## src/rtl/fm_stereo_pilot_pll_defines.svh

```systemverilog
// assertion macros shared by the pilot pll rtl
`ifndef FM_STEREO_PILOT_PLL_DEFINES_SVH
`define FM_STEREO_PILOT_PLL_DEFINES_SVH

// same-cycle implication, checked out of reset
`define FSP_ASSERT_IMP(lbl, ante, cons) \
  lbl: assert property (@(posedge clk) disable iff (!rst_n) (ante) |-> (cons)) \
    else $error("fsp assertion failed");

// next-cycle implication, checked out of reset
`define FSP_ASSERT_NXT(lbl, ante, cons) \
  lbl: assert property (@(posedge clk) disable iff (!rst_n) (ante) |=> (cons)) \
    else $error("fsp assertion failed");

`endif

```

## src/rtl/fsp_pkg.sv

```systemverilog
// types, constants and fixed-point helpers for the pilot pll
package fsp_pkg;

  localparam int RENORM_PERIOD_DEF = 512;
  localparam int PHASE_CYCLES_DEF  = 16;

  localparam int MUL_W  = 36;
  localparam int WIDE_W = 2 * MUL_W;

  typedef logic signed [MUL_W-1:0]  mop_t;
  typedef logic signed [WIDE_W-1:0] wide_t;

  // register indexes
  localparam logic [3:0] REG_PHASE_STEP   = 4'd0;
  localparam logic [3:0] REG_NOM_ROT      = 4'd1;
  localparam logic [3:0] REG_GAIN_PROP    = 4'd2;
  localparam logic [3:0] REG_GAIN_INT     = 4'd3;
  localparam logic [3:0] REG_LOCK_SMOOTH  = 4'd4;
  localparam logic [3:0] REG_RELEASE_HOLD = 4'd5;
  localparam logic [3:0] REG_LOCK_THR     = 4'd6;
  localparam logic [3:0] REG_TRACK_THR    = 4'd7;

  localparam logic [31:0] PHASE_STEP_RST   = 32'd340010602;
  localparam logic [31:0] NOM_ROT_RST      = 32'd2147418112;
  localparam logic [23:0] GAIN_PROP_RST    = 24'd117440;
  localparam logic [23:0] GAIN_INT_RST     = 24'd107374;
  localparam logic [23:0] LOCK_SMOOTH_RST  = 24'd162688;
  localparam logic [23:0] RELEASE_HOLD_RST = 24'd240000;

  localparam wide_t ONE_Q30      = 72'sd1073741824;
  localparam wide_t ONE_HALF_Q30 = 72'sd1610612736;
  localparam wide_t THREE_Q30    = 72'sd3221225472;
  localparam mop_t  INV_PI_Q32   = 36'sd1367130551;

  // round half up then floor shift
  function automatic wide_t rnd(input wide_t v, input int unsigned n);
    wide_t h;
    h = wide_t'(1) <<< (n - 1);
    return (v + h) >>> n;
  endfunction

  function automatic logic signed [31:0] sat32(input wide_t v);
    logic signed [31:0] r;
    if (v > wide_t'(32'sh7fffffff)) r = 32'sh7fffffff;
    else if (v < -wide_t'(64'sh80000000)) r = 32'sh80000000;
    else r = v[31:0];
    return r;
  endfunction

  function automatic logic signed [15:0] sat16(input wide_t v);
    logic signed [15:0] r;
    if (v > wide_t'(16'sh7fff)) r = 16'sh7fff;
    else if (v < -wide_t'(32'sh8000)) r = 16'sh8000;
    else r = v[15:0];
    return r;
  endfunction

endpackage

```

## src/rtl/fsp_mul.sv

```systemverilog
// shared signed multiplier, registered operands and product
module fsp_mul (
  input  logic               clk,
  input  fsp_pkg::mop_t      a,
  input  fsp_pkg::mop_t      b,
  output fsp_pkg::wide_t     p
);

  fsp_pkg::mop_t  a_r;
  fsp_pkg::mop_t  b_r;
  fsp_pkg::wide_t p_r;

  always_ff @(posedge clk) begin
    a_r <= a;
    b_r <= b;
    p_r <= a_r * b_r;
  end

  assign p = p_r;

endmodule

```

## config.mk

```make
export PLATFORM = sky130hd
export DESIGN_NAME = fsp_mul
export DESIGN_NICKNAME = d
export VERILOG_FILES = /design/src/rtl/fm_stereo_pilot_pll_defines.svh /design/src/rtl/fsp_pkg.sv /design/src/rtl/fsp_mul.sv
export SDC_FILE = /design/constraint.sdc
export NUM_CORES = 2
export LEC_CHECK = 0
export ABC_CLOCK_PERIOD_IN_PS = 9200
export BUFFER_PORTS_ARGS = -buffer_cell sky130_fd_sc_hd__buf_2
export CELL_PAD_IN_SITES_DETAIL_PLACEMENT = 1
export CELL_PAD_IN_SITES_GLOBAL_PLACEMENT = 2
export CORE_ASPECT_RATIO = 1.25
export CORE_MARGIN = 2
export CORE_UTILIZATION = 43
export CTS_BUF_LIST = sky130_fd_sc_hd__clkbuf_16
export DETAILED_ROUTE_END_ITERATION = 12
export PLACE_DENSITY_LB_ADDON = 0.1
export SYNTH_ARGS = -nofsm -noshare
export SYNTH_HDL_FRONTEND = slang
export SYNTH_SLANG_ARGS = --single-unit
```

## constraint.sdc

```tcl
create_clock -name clk -period 9.2 [get_ports clk]
set_clock_uncertainty 0.15 [all_clocks]
set_input_delay 0.46 -clock clk [delete_from_list [all_inputs] [get_ports clk]]
set_output_delay 0.46 -clock clk [all_outputs]
set_load 0.05 [all_outputs]
```

Yosys cells after proc, flatten, opt, wreduce, memory -nomap -nowiden
Index checks and enable logic that the tools add are counted.
- register bits after elaboration: 144
- latch bits: 0
- bits in writable memories: 0
- memory bits (read-only): 0
- output and inout port bits: 72
- word-level logic and storage cells: 4
- memories kept: 0
- add/subtract/negate cells: 0
- multiply operators: 1
- div/mod/pow operators: 0
- $lt $le $gt $ge: 0
- equal/unequal tests: 0
- shifts and indexed selects: 0
- mux-type cells: 0
- bitwise gates (word level): 0
- reduce and logical (&&, ||, !) cells: 0
- operators with widths (operator ; number):
    multiplier 36 x 36 -> 72 bit ; 1

Depth between registers and ports, before layout
- depth in word-level cells: 1
- depth in mapped cells: 31
- mapped depth without buffers: 27

Worst setup path after synthesis
Ideal clock, no wire load.
- path type: register -> register
- from: register a_r[35]
- to: register p_r[68] (netlist: p[68])
- setup time: 64 ps
- arrival: 7961 ps
- required time: 8986 ps
- slack: 1026 ps
- stages on the path, launching flop included: 22
- buffers on the path: 3
- path through: dfxtp_1 > clkbuf_1 > clkbuf_1 > nand2_1 > inv_1 > fa_1 > fa_1 > fa_1 > fa_1 > fa_1 > fa_1 > fa_1 > fa_1 > ha_1 > clkbuf_1 > a21o_1 > a21o_1 > a21o_1 > a21o_1 > a221o_1 > or4_1 > nand4_1
- longest elaborated chain between the ends: 1
- ends and longest elaborated chain (item ; line ; RTL):
    start: declaration ; fsp_mul.sv:9 ; fsp_pkg::mop_t a_r;
    start signal: assignment ; fsp_mul.sv:14 ; a_r <= a;
    multiplier 36 x 36 -> 72 bit ; fsp_mul.sv:16 ; p_r <= a_r * b_r;
    end signal: assignment ; fsp_mul.sv:16 ;
    end: declaration ; fsp_mul.sv:11 ; fsp_pkg::wide_t p_r;
Every way passes these cells.

Worst setup path in the final report
- from: register a_r[20]
- to: register p_r[63] (netlist: p[63])
Same word-level chain as after synthesis.

==> impl_results.md <==
* Post-synth EDFFs at 0
* Crit path launch type: register
* Dpl ws at -234 ps
* Buf/Inv on CP at 8
* Unrepaired setup endpoints after global routing: false
* Vias in the first global route at 40793
* Slew margin rel. at approximately 22%
* Number of synthesized register bits at 144
* Netlist cell types at 65
* Slew @ Worst Pin at ~1200 ps
* Clock Tree Buf Depth at 2
* Synth Warn # at 0
* Top delay family on crit path: adder cells
* Input/output buffers at between 100 and 150
* Worst min path class: in -> reg
* GP Congestion at 0.855
* CTS tree: done
* Drt wl/cell at between 20 and 25 microns
* CP Data Required Time at 9540 ps
* H-tree depth at 4
* Final HPWL DP at 132000 microns
* Row cnt at 138
* Largest net degree at the start of global routing at 37
* Max cap viols at 0
* DRC violations left at 0
* Crit. End Element: register
* Tmin final at 8940 ps
* Post-Syn Instances at 5157
* Clock latency on the worst-skew pair at 570 ps
* Reg clk slew, reported paths at 80 ps
* GR Util All Layers at between 20% and 30%
* Crit path max fanout at 27
* Sink Count at around 140
* Die Wd at 306 microns
* Fmax at 0.112 GHz
* Vias/cell at 5.02
* Critical path class: reg -> reg
* Crit path top cell by count: fa_1
* Antenna Nets Post-Route at 0
* Post-synthesis sequential area ratio at 5.90%
* Io pins at between 100 and 150
* Setup TNS at 0 ps
* Async S/R FF share, synth at 0%
* TritonCTS Buffers at 17
* Initial Utilization at 43.3%
* Die height at ~380 microns
* Min Hold Slack at 381 ps
* Share of cells above drive strength 1 at 6.98%
* Critical path's slowest cell: fa_1
* Endpoints failing hold at 0
* Total wire length at 155000 microns
* Ys flop type: dfxtp_1
* Final number of setup-violating endpoints at 0
* First-pass DRT Iterations at 5
* Initial antenna violation count at 4
* First-pass GRT wire length at between 200000 and 250000 microns
* Final net count at approximately 7000
* Mapped Area at 48900 sq um
* DRT iter0 DRCs at 1106
* Crit path largest cell delay at between 500 and 600 ps
* Fill count at 12913
* Clk root buf: clkbuf_16
* Tcrit/Tclk final at 97.2%
* Area delta synth->final at 9.05%
* Status: finished clean
* Max Slew Vio Count at 0
* Setup WS post-layout at 259 ps
* GRT Residual Overflow at 0
* Syn avg cell area at 9.48 sq um
* Synthesized Nets at 6828
* Die area at 116000 sq um
* Core area at approximately 110000 sq um
* Critical Path AT at 9280 ps
* Total number of vias at 33965
[sequential cells by signal (all words and copies together) (netlist names)]
name  flops
a_r      36
b_r      36
p        72
[worst reg2reg max path, stage by stage (launching register included)]
cell and delay (ps):
dfxtp_1 320, buf_4 360, buf_4 330, nand2_1 120, fa_1 580, fa_1 450
fa_1 530, fa_1 560, inv_1 60, fa_1 450, ha_1 280, inv_1 50
fa_1 470, inv_1 50, fa_1 550, ha_1 420, a21oi_1 260, nand2b_1 320
a2111oi_4 410, buf_4 260, nor4b_1 100, buf_4 190, or3b_1 420, buf_12 170
o21ai_2 400, nand3b_1 230, a31oi_1 240, xnor2_1 140
[placed cells by master (no fill, tap or decap), types with 40 or more instances in the layout]
cell / synthesis / routed
a21o_1: 40 / 40
a21oi_1: 73 / 73
and2_1: 563 / 563
buf_2: 4 / 144
buf_4: 0 / 144
dfxtp_1: 144 / 136
dlygate4sd3_1: 0 / 72
fa_1: 1379 / 1379
ha_1: 219 / 219
inv_1: 1341 / 1341
nand2_1: 758 / 758
xnor2_1: 55 / 55
[path summary, 6_finish.rpt]
path,start,slack (ps),endpoint,cells past startpoint
worst max-delay path,a_r[20],260,p[63],27
worst min-delay path,b[19],380,b_r[19],2
worst max register to register,a_r[20],260,p[63],27
worst min register to register,a_r[0],640,p[0],2
[synthesized netlist by cell type, drive strengths merged, types with 23 or more instances]
master,instances,share of area [%]
nor2b,37,0.47
nor2,35,0.27
xnor2,55,0.99
clkbuf,279,2.1
nand2,758,5.8
and2,563,7.2
xor2,23,0.41
inv,1341,10
fa,1379,56
o21ai,39,0.41
a21o,40,0.61
ha,219,5.6
a21oi,73,0.75
dfxtp,144,5.9
[area by class of cell]
cell class / count / area, sq um / share of cell area (%)
antenna: 9 / 22.5 / 0.0423
clock buffer: 17 / 425 / 0.798
tap: 1470 / 1840 / 3.45
timing repair buffer: 387 / 3060 / 5.75
clock inverter: 15 / 150 / 0.282
inverter: 1341 / 5030 / 9.45
multi-input combinational: 3386 / 39900 / 74.8
sequential: 144 / 2890 / 5.43
[kinds of logic after synthesis]
logic type,count (synthesis),share of synthesized area (%)
and+or+nand+nor,1484,14.9
buffers and inverters,1627,12.5
adders and majority gates,1598,62.1
AOI/OAI and AO/OA,222,3.06
muxes,4,0.0871
DFF,144,5.90
xor gates and xnor gates,78,1.40
[metal layers]
metal | part of all wire (%) | wire (microns) | track usage (%)
met2 | 57 | 88300 | 55.3
met4 | 6.2 | 9630 | 14.8
met5 | 0 | 0 | 0
met1 | 35 | 54400 | 29.9
met3 | 1.7 | 2570 | 2.09
[through the flow]
| stage | utilization, % | cells | instance area (sq um) |
|---|---|---|---|
| after floorplan | - | 5157 | 48900 |
| after global routing | 47.2 | 6768 | 53300 |
| after detailed placement | 46.0 | 6654 | 51900 |
| final | 47.2 | 6769 | 53300 |
| after global placement | 46.0 | 6654 | 51900 |
| after CTS | 47.2 | 6760 | 53300 |
[repair_timing]
item                                    in CTS  in global routing
hold endpoints to repair                    72                  0
endpoints found under the setup margin       8                 11
hold buffers                                72                  0
setup buffers                                2                  0
pin swaps                                    1                  0
resized for setup                            4                  4
Power is not shown: default switching activity piles up to over one toggle a cycle in this logic, so the estimate is an artifact.
